File: src/rtl/core/bcd_pkg.sv
`timescale 1ns / 1ps

package bcd_pkg;

	// block_format codes; bit 1 set means interpolated alpha
	localparam logic [1:0] FMT_BC1 = 2'd0;
	localparam logic [1:0] FMT_BC2 = 2'd1;

	localparam int unsigned TEXELS = 16;

	typedef struct packed {
		logic [63:0] high_word;
		logic [63:0] low_word;
	} in_t;

	typedef struct packed {
		logic        last_texel;
		logic [31:0] texel_rgba;
		logic [3:0]  texel_index;
	} out_t;

	// one decoded block as handed to the texel stream
	typedef struct packed {
		logic [1:0]        fmt;
		logic              three_mode;
		logic [3:0][23:0]  cpal;
		logic [7:0][7:0]   apal;
		logic [31:0]       idx;
		logic [63:0]       lw;
	} blk_t;

	// RGB565 to 8-bit B,G,R (R in bits 7:0) by bit replication
	function automatic logic [23:0] widen565(input logic [15:0] c);
		logic [4:0] r;
		logic [5:0] g;
		logic [4:0] b;
		r = c[15:11];
		g = c[10:5];
		b = c[4:0];
		return {b, b[4:2], g, g[5:4], r, r[4:2]};
	endfunction

	// x / 3 for x < 768, reciprocal 683 / 2^11
	function automatic logic [7:0] div3(input logic [9:0] x);
		logic [20:0] p;
		p = 21'(x) * 21'd683;
		return p[18:11];
	endfunction

	// x / 7 for x < 1792, reciprocal 2341 / 2^14
	function automatic logic [7:0] div7(input logic [10:0] x);
		logic [22:0] p;
		p = 23'(x) * 23'd2341;
		return p[21:14];
	endfunction

	// x / 5 for x < 1280, reciprocal 3277 / 2^14
	function automatic logic [7:0] div5(input logic [10:0] x);
		logic [22:0] p;
		p = 23'(x) * 23'd3277;
		return p[21:14];
	endfunction

endpackage

File: src/rtl/core/bc1_bc2_bc3_block_decoder_core.sv
`timescale 1ns / 1ps

// Channel   Direction  Handshake            Content
// in        in         in_valid/in_ready    one compressed 4x4 block (low_word, high_word)
// out       out        out_valid/out_ready  one texel per request, index 0..15, last marked
// cfg       in         cfg_we               block_format, write only, no wait
//
// On the output side one texel leaves per cycle from the output register unless stalled.
// The first texel passes the input stage, the block register and the output register.
// The next block is taken while the current one streams, so blocks follow with no gap.
// Reset clears all valid flags and sets block_format to BC1.
// A stalled output holds its texel; the stream and the input stage back up behind it.

module bc1_bc2_bc3_block_decoder_core (
	input  logic          clk,
	input  logic          arst_n,
	input  logic          cfg_we,
	input  logic [1:0]    cfg_wdata,
	input  logic          in_valid,
	output logic          in_ready,
	input  bcd_pkg::in_t  in_data,
	output logic          out_valid,
	input  logic          out_ready,
	output bcd_pkg::out_t out_data
);

	// format register; the user must change it only while the block is idle, the block does not enforce this
	logic [1:0]    format_q;

	// input stage
	logic          valid_s1;
	bcd_pkg::in_t  data_s1;

	logic          bc1;
	logic [63:0]   cw;
	logic          four_mode;
	logic [23:0]   e0;
	logic [23:0]   e1;
	logic [2:0][3:0][7:0] lane_pal;
	logic [7:0][7:0] apal;
	bcd_pkg::blk_t blk;
	logic          blk_ready;

	always_ff @(posedge clk or negedge arst_n) begin
		if (!arst_n) begin
			format_q <= bcd_pkg::FMT_BC1;
		end else if (cfg_we) begin
			format_q <= cfg_wdata;
		end
	end

	assign in_ready = !valid_s1 || blk_ready;

	always_ff @(posedge clk or negedge arst_n) begin
		if (!arst_n) begin
			valid_s1 <= 1'b0;
		end else if (in_ready) begin
			valid_s1 <= in_valid;
		end
	end

	always_ff @(posedge clk) begin
		if (in_valid && in_ready) begin
			data_s1 <= in_data;
		end
	end

	// BC1 takes colour from the low word and may use three-colour mode
	assign bc1       = (format_q == bcd_pkg::FMT_BC1);
	assign cw        = bc1 ? data_s1.low_word : data_s1.high_word;
	assign four_mode = !bc1 || (cw[15:0] > cw[31:16]);
	assign e0        = bcd_pkg::widen565(cw[15:0]);
	assign e1        = bcd_pkg::widen565(cw[31:16]);

	// one lane per colour channel: R, G, B
	for (genvar ch = 0; ch < 3; ch++) begin : g_lane
		bcd_colour_lane u_lane (
			.four_mode (four_mode),
			.e0        (e0[ch*8 +: 8]),
			.e1        (e1[ch*8 +: 8]),
			.pal       (lane_pal[ch])
		);
	end

	bcd_alpha_lane u_alpha (
		.a0  (data_s1.low_word[7:0]),
		.a1  (data_s1.low_word[15:8]),
		.pal (apal)
	);

	// gather the lanes into one palette per entry
	always_comb begin
		blk.fmt        = format_q;
		blk.three_mode = !four_mode;
		for (int k = 0; k < 4; k++) begin
			blk.cpal[k] = {lane_pal[2][k], lane_pal[1][k], lane_pal[0][k]};
		end
		blk.apal = apal;
		blk.idx  = cw[63:32];
		blk.lw   = data_s1.low_word;
	end

	bcd_texel_merge u_merge (
		.clk       (clk),
		.arst_n    (arst_n),
		.blk_valid (valid_s1),
		.blk_ready (blk_ready),
		.blk       (blk),
		.out_valid (out_valid),
		.out_ready (out_ready),
		.out_data  (out_data)
	);

endmodule

File: src/rtl/core/bcd_colour_lane.sv
`timescale 1ns / 1ps

// One colour channel: four-entry palette from two widened endpoints.
module bcd_colour_lane (
	input  logic            four_mode,
	input  logic [7:0]      e0,
	input  logic [7:0]      e1,
	output logic [3:0][7:0] pal
);

	logic [9:0] sum2;
	logic [9:0] sum3;
	logic [8:0] half;

	always_comb begin
		sum2 = {e0, 1'b0} + 10'(e1);
		sum3 = 10'(e0) + {e1, 1'b0};
		half = 9'(e0) + 9'(e1);
		pal[0] = e0;
		pal[1] = e1;
		if (four_mode) begin
			pal[2] = bcd_pkg::div3(sum2);
			pal[3] = bcd_pkg::div3(sum3);
		end else begin
			pal[2] = half[8:1];
			pal[3] = 8'd0;
		end
	end

endmodule

File: src/rtl/core/bcd_alpha_lane.sv
`timescale 1ns / 1ps

// BC3 alpha palette: sevenths when a0 > a1, else fifths plus 0 and 255.
module bcd_alpha_lane (
	input  logic [7:0]      a0,
	input  logic [7:0]      a1,
	output logic [7:0][7:0] pal
);

	logic            gt;
	logic [5:0][7:0] sev;
	logic [3:0][7:0] fif;

	assign gt = a0 > a1;

	// each entry is independent: weights are fixed per position
	always_comb begin
		for (int i = 1; i < 7; i++) begin
			sev[i-1] = bcd_pkg::div7(11'((7 - i) * 32'(a0) + i * 32'(a1)));
		end
		for (int i = 1; i < 5; i++) begin
			fif[i-1] = bcd_pkg::div5(11'((5 - i) * 32'(a0) + i * 32'(a1)));
		end
		pal[0] = a0;
		pal[1] = a1;
		if (gt) begin
			for (int k = 0; k < 6; k++) begin
				pal[k+2] = sev[k];
			end
		end else begin
			for (int k = 0; k < 4; k++) begin
				pal[k+2] = fif[k];
			end
			pal[6] = 8'd0;
			pal[7] = 8'd255;
		end
	end

endmodule

File: src/rtl/core/bcd_texel_merge.sv
`timescale 1ns / 1ps

// Holds one decoded block and streams its texels, one per cycle unless the output stalls.
module bcd_texel_merge (
	input  logic          clk,
	input  logic          arst_n,
	input  logic          blk_valid,
	output logic          blk_ready,
	input  bcd_pkg::blk_t blk,
	output logic          out_valid,
	input  logic          out_ready,
	output bcd_pkg::out_t out_data
);

	logic          busy_q;
	logic [3:0]    cnt_q;
	bcd_pkg::blk_t blk_q;
	logic          out_valid_q;
	bcd_pkg::out_t out_q;

	logic          step;
	logic          last;
	logic          load;
	logic [1:0]    ci;
	logic [5:0]    apos;
	logic [2:0]    ai;
	logic [3:0]    nib;
	logic [7:0]    alpha;
	logic [47:0]   abits;

	assign step      = busy_q && (!out_valid_q || out_ready);
	assign last      = step && (&cnt_q);
	assign blk_ready = !busy_q || last;
	assign load      = blk_valid && blk_ready;

	always_comb begin
		ci    = blk_q.idx[{cnt_q, 1'b0} +: 2];
		abits = blk_q.lw[63:16];
		apos  = {1'b0, cnt_q, 1'b0} + 6'(cnt_q);
		ai    = abits[apos +: 3];
		nib   = blk_q.lw[{cnt_q, 2'b00} +: 4];
		unique case (blk_q.fmt)
			bcd_pkg::FMT_BC1: alpha = (blk_q.three_mode && (&ci)) ? 8'd0 : 8'd255;
			bcd_pkg::FMT_BC2: alpha = {nib, nib};
			default:          alpha = blk_q.apal[ai];
		endcase
	end

	always_ff @(posedge clk or negedge arst_n) begin
		if (!arst_n) begin
			busy_q      <= 1'b0;
			cnt_q       <= 4'd0;
			out_valid_q <= 1'b0;
		end else begin
			if (step) begin
				cnt_q       <= cnt_q + 4'd1;
				out_valid_q <= 1'b1;
			end else if (out_ready) begin
				out_valid_q <= 1'b0;
			end
			if (last) begin
				busy_q <= 1'b0;
			end
			if (load) begin
				busy_q <= 1'b1;
				cnt_q  <= 4'd0;
			end
		end
	end

	always_ff @(posedge clk) begin
		if (load) begin
			blk_q <= blk;
		end
		if (step) begin
			out_q.texel_index <= cnt_q;
			out_q.texel_rgba  <= {alpha, blk_q.cpal[ci]};
			out_q.last_texel  <= &cnt_q;
		end
	end

	assign out_valid = out_valid_q;
	assign out_data  = out_q;

endmodule

File: config.mk
export PLATFORM = sky130hd
export DESIGN_NAME = bc1_bc2_bc3_block_decoder_core
export DESIGN_NICKNAME = d
export VERILOG_FILES = /design/src/rtl/core/bcd_pkg.sv /design/src/rtl/core/bc1_bc2_bc3_block_decoder_core.sv /design/src/rtl/core/bcd_colour_lane.sv /design/src/rtl/core/bcd_alpha_lane.sv /design/src/rtl/core/bcd_texel_merge.sv
export SDC_FILE = /design/constraint.sdc
export NUM_CORES = 2
export LEC_CHECK = 0
export BUFFER_PORTS_ARGS = -buffer_cell sky130_fd_sc_hd__buf_4
export CAP_MARGIN = 0
export CORE_UTILIZATION = 50
export DETAILED_ROUTE_END_ITERATION = 8
export PLACE_DENSITY = 0.67
export RECOVER_POWER = 100
export SYNTH_ARGS = -nofsm -noshare
export SYNTH_HDL_FRONTEND = slang
export SYNTH_SLANG_ARGS = --single-unit
File: constraint.sdc
create_clock -name clk -period 21.2 [get_ports clk]
set_input_delay 1.06 -clock clk [delete_from_list [all_inputs] [get_ports clk]]
set_output_delay 1.06 -clock clk [all_outputs]
set_load 0.02 [all_outputs]
-- Word level (Yosys, flattened, before mapping)
Cells that the tools add are included.
- add/sub/neg operators: 21
- multipliers: 22
- $lt $le $gt $ge: 4
- equality and inequality tests: 1
- shift operators: 3
- multiplexer cells: 17
- reductions and logical operators: 21
- operator list (kind ; count):
    $mul A11 B12 Y22 const B ; 10
    $mul A10 B10 Y19 const B ; 6
    $mux W64 ; 1
    $shiftx A64 B7 Y4 ; 1
    $bmux W24 S2 ; 1
    $shiftx A48 B7 Y3 ; 1
    $mul A2 B8 Y10 const A ; 4
    $mux W8 ; 5
    $mux W32 ; 1
    $shiftx A32 B6 Y2 ; 1
    $add A8 B9 Y10 ; 3
    $add A9 B8 Y10 ; 3
    $add A8 B8 Y9 ; 3
    $bmux W8 S3 ; 1
    $mux W24 ; 1
    $add A10 B10 Y11 ; 2
    $mul A3 B8 Y11 const A ; 2
    $gt A16 B16 Y1 ; 1
    $pmux W8 S2 ; 1
    $add A10 B8 Y11 ; 1
    $add A10 B9 Y11 ; 1
    $add A11 B8 Y11 ; 1
    $add A11 B9 Y11 ; 1
    $add A8 B10 Y11 ; 1
    other kinds (18) ; 36
- register bits after elaboration: 433
- output and inout bits: 39

-- Depth between registers and ports, before layout
- word-level depth: 7
- gate-level depth with buffers: 31
- mapped depth without buffers: 31

-- Hierarchy
Synthesis repeated with hierarchy kept, for this count alone.
- cell total of the unflattened synthesis: 4779
- area total of the unflattened synthesis: 52783.1 µm²
- by module, submodules not included (module ; times used ; cells an instance ; area an instance (µm²) ; seq. area each (µm²)):
    bcd_alpha_lane ; 1 ; 2334 ; 21274.2 ; 0.0
    bcd_texel_merge ; 1 ; 675 ; 12993.7 ; 9038.7
    bcd_colour_lane (g_lane[0].u_lane ...) ; 2 ; 501 ; 4469.3 ; 0.0
    bc1_bc2_bc3_block_decoder_core ; 1 ; 266 ; 5131.2 ; 3918.8
    bcd_colour_lane (g_lane[2].u_lane) ; 1 ; 502 ; 4445.5 ; 0.0

-- Worst setup path after synthesis
Ideal clock, no wire load.
- kind: in2reg
- start point: in out_ready
- end point: reg u_merge.blk_q, in the netlist u_merge.abits[0], enable pin
- library setup time: 677 ps
- data arrival time: 7670 ps
- path slack: 12854 ps
- cell stages on the path: 5
- cells stage by stage: nand2b_1 > nand2_1 > nand2_1 > and2_1 > clkbuf_1
- longest elaborated chain between the ends: 5
- ends and longest elaborated chain (element ; RTL line ; RTL):
    start: declaration ; bc1_bc2_bc3_block_decoder_core.sv:23 ; input logic out_ready,
    $logic_or A1 B1 Y1 ; bcd_texel_merge.sv:31 ; assign step = busy_q && (!out_valid_q || out_ready);
    $logic_and A1 B1 Y1 ; bcd_texel_merge.sv:31 ;
    $logic_and A1 B1 Y1 ; bcd_texel_merge.sv:32 ; assign last = step && (&cnt_q);
    $logic_or A1 B1 Y1 ; bcd_texel_merge.sv:33 ; assign blk_ready = !busy_q || last;
    $logic_and A1 B1 Y1 ; bcd_texel_merge.sv:34 ; assign load = blk_valid && blk_ready;
    via u_merge.load ; bcd_texel_merge.sv:23 ; logic load;
    end signal: assignment ; bcd_texel_merge.sv:73 ; blk_q <= blk;
    end: declaration ; bcd_texel_merge.sv:17 ; bcd_pkg::blk_t blk_q;
The timed path passes the listed nets, and every way through them passes these cells.
A chain may end at the register's enable or synchronous reset.

==> impl_metrics.tcl <==
set metrics [dict create \
    synth_top_area_share_pct 29.2 \
    cp-end-kind "register" \
    clock-root-buffer "clkbuf_16" \
    setup.worst_path.class "register to register" \
    final_common_cell "ha_1" \
    coreArea_mm2 0.0971 \
    grt_max_degree 66 \
    vias 32655 \
    drc_errors 0 \
    cp_common_cell "ha_1" \
    r2r_slack_ns 10.03 \
    setup_viol 0 \
    worst_slew_pin_slew_ns 4.09 \
    maxSlewViolCount 812 \
    num_antenna_cells 0 \
    synth_area_leader_cell "ha_1" \
    overflow 0 \
    place.gp.congestion 0.869 \
    clk_latency_ns 0.60 \
    htreeDepth 2 \
    final-seq-area_mm2 0.0120 \
    synth_edf_count 392 \
    avgSynthCellArea_um2 11.2 \
    totalWireLength_um 115000 \
    dp_hpwl_um 93700 \
    cts_hold_buffers 0 \
    grt_util_all_layers_pct 23.2 \
    io_buffers 173 \
    syn_area_mm2 0.0492 \
    ioPinCount 174 \
    clock_sinks 401 \
    drive_gt1_share_pct 6.90 \
    finalNonFillerCells 5912 \
    layout-area-overhead-vs-synth_pct 8.22 \
    hold_violations 0 \
    fill_cells 8356 \
    synth_area_leaders "ha_1 (29%), edfxtp_1 (24%), fa_1 (15%)" \
    start_kind "register" \
    crit_fanout 41 \
    skew_ns 0.0292 \
    cpPeakStageDelay_ns 1.92 \
    synthFlopType "edfxtp_1" \
    rsz0062_at_grt "false" \
    ys_types 81 \
    fin_crit_sh_pct 52.7 \
    max_freq_ghz 0.0896 \
    multi_input_area_mm2 0.0344 \
    ys_async_sr_fraction_pct 2.24 \
    cts.path.max_buffers 3 \
    drt-wirelength-per-cell_um 19.4 \
    synth_warnings 0 \
    core.rowCount 114 \
    cp.required_ns 21.49 \
    num-nets-final 6253 \
    post_cts_buffers 0 \
    totalNegativeSetupSlack_ns 0 \
    antenna_left 0 \
    violations "max-capacitance violations, max-slew violations" \
    cts_tree "built" \
    ys_seq_area_share_pct 24.4 \
    die_w_um 316 \
    cp_data_arrival_time_ns 11.46 \
    antenna_found_initial 2 \
    min_period_ns 11.17 \
    die-area_mm2 0.0998 \
    cap_violations 25 \
    dp.cells 5824 \
    cp_slowest_cell "clkbuf_1" \
    start_util_pct 50.7 \
    syn-num-nets 6057 \
    die_h_um 316 \
    grt_pass1_wl_um 181000 \
    cts_buffers 47 \
    dp_slack_ns 12.45 \
    finalWorstSetupSlack_ns 10.03 \
    avgViaCountPerCell 5.52 \
    drtIter0Drc 1636 \
    slew_headroom_pct -173 \
    clkTransAtPathRegs_ns 0.06 \
    synthCells 4401 \
    first_global_vias 33514 \
    hold_class "register to register" \
    cts.repair.resized 0 \
    first_pass_iters 5 \
    mostFrequentLayoutCells "ha_1 (1149), inv_1 (679), edfxtp_1 (392), fa_1 (372), xnor2_1 (194)" \
    outcome "finished with violations" \
    ys_seq_elements 401 \
]
## per-layer routing
layer  vias up  share of wire, %  track usage [%]  routed length (um)
met1     15912                45             31.6               51900
met4         2               2.7             6.14                3070
met2       585                48             39.8               55400
met5         -            0.0078                0                   9
li1      16008                 -                -                   -
met3       148               3.8             2.04                4380
## Yosys cell counts (56+ instances only)
| cell | instances |
|---|---|
| nand2_1 | 142 |
| mux4_2 | 58 |
| nor3_1 | 60 |
| a21oi_1 | 187 |
| xnor2_1 | 194 |
| edfxtp_1 | 392 |
| o21ai_0 | 109 |
| ha_1 | 1149 |
| mux2i_1 | 92 |
| a21o_1 | 56 |
| mux2_2 | 56 |
| xor2_1 | 88 |
| nor2_1 | 171 |
| fa_1 | 372 |
| inv_1 | 679 |
## stage by stage
| stage | hold slack [ns] | util (%) | cell area [um^2] |
|---|---|---|---|
| 6_report | 0.430 | 54.9 | 53300 |
| 3_3_place_gp | 0.428 | 53.6 | 52100 |
| 4_1_cts | 0.302 | 55.3 | 53700 |
| 3_5_place_dp | 0.430 | 53.6 | 52100 |
| 2_1_floorplan | 0.418 | - | 49200 |
| 5_1_grt | 0.454 | 54.9 | 53300 |
## registers in the layout (all words and copies together) (netlist names)
name,cells
blk,64
data_s1,64
format_q,2
u_merge.abits,48
u_merge.blk_q,179
u_merge.busy_q,1
u_merge.cnt_q,4
u_merge.out_data,37
u_merge.out_valid,1
valid_s1,1
## cell families (layout without fill, tap and decap cells)
family,count (synthesis),after routing,share of synthesized area (%)
AOI/OAI and AO/OA,654,654,8.75
xor gates and xnor gates,284,284,5.11
adders and majority gates,1521,1521,44.3
buffers and inverters,740,975,5.84
DFF,401,401,24.4
muxes,206,206,5.80
and+or+nand+nor,595,595,5.83
## final cells by class
cell class / instances / share of cell area, %
Timing Repair Buffer: 208 / 2.28
Multi-Input combinational cell: 3260 / 64.5
Inverter: 679 / 4.78
Clock inverter: 33 / 0.624
Sequential cell: 401 / 22.5
Clock buffer: 55 / 2.30
Tap cell: 1276 / 3.00
## path summary, 6_finish.rpt
check	from	to	cells after the start
worst max-delay path	format_q[0]	u_merge.blk_q[239]	28
worst min-delay path	blk[58]	u_merge.abits[42]	0
worst max register to register	format_q[0]	u_merge.blk_q[239]	28
worst min register to register	blk[58]	u_merge.abits[42]	0
max in group asynchronous	arst_n	u_merge.cnt_q[2]	1
min in group asynchronous	arst_n	u_merge.out_valid	1
## critical path, delay by kind of cell (launching register included)
kind | cells | cell delay [ns]
compound gates | 9 | 2.11
xor+xnor | 2 | 0.54
fa+ha+maj | 7 | 2.73
buf+inv | 4 | 2.36
simple gates | 5 | 2.06
mux | 1 | 0.52
flops | 1 | 0.50
Power is not shown: default switching activity piles up to over one toggle a cycle in this logic, so the estimate is an artifact.
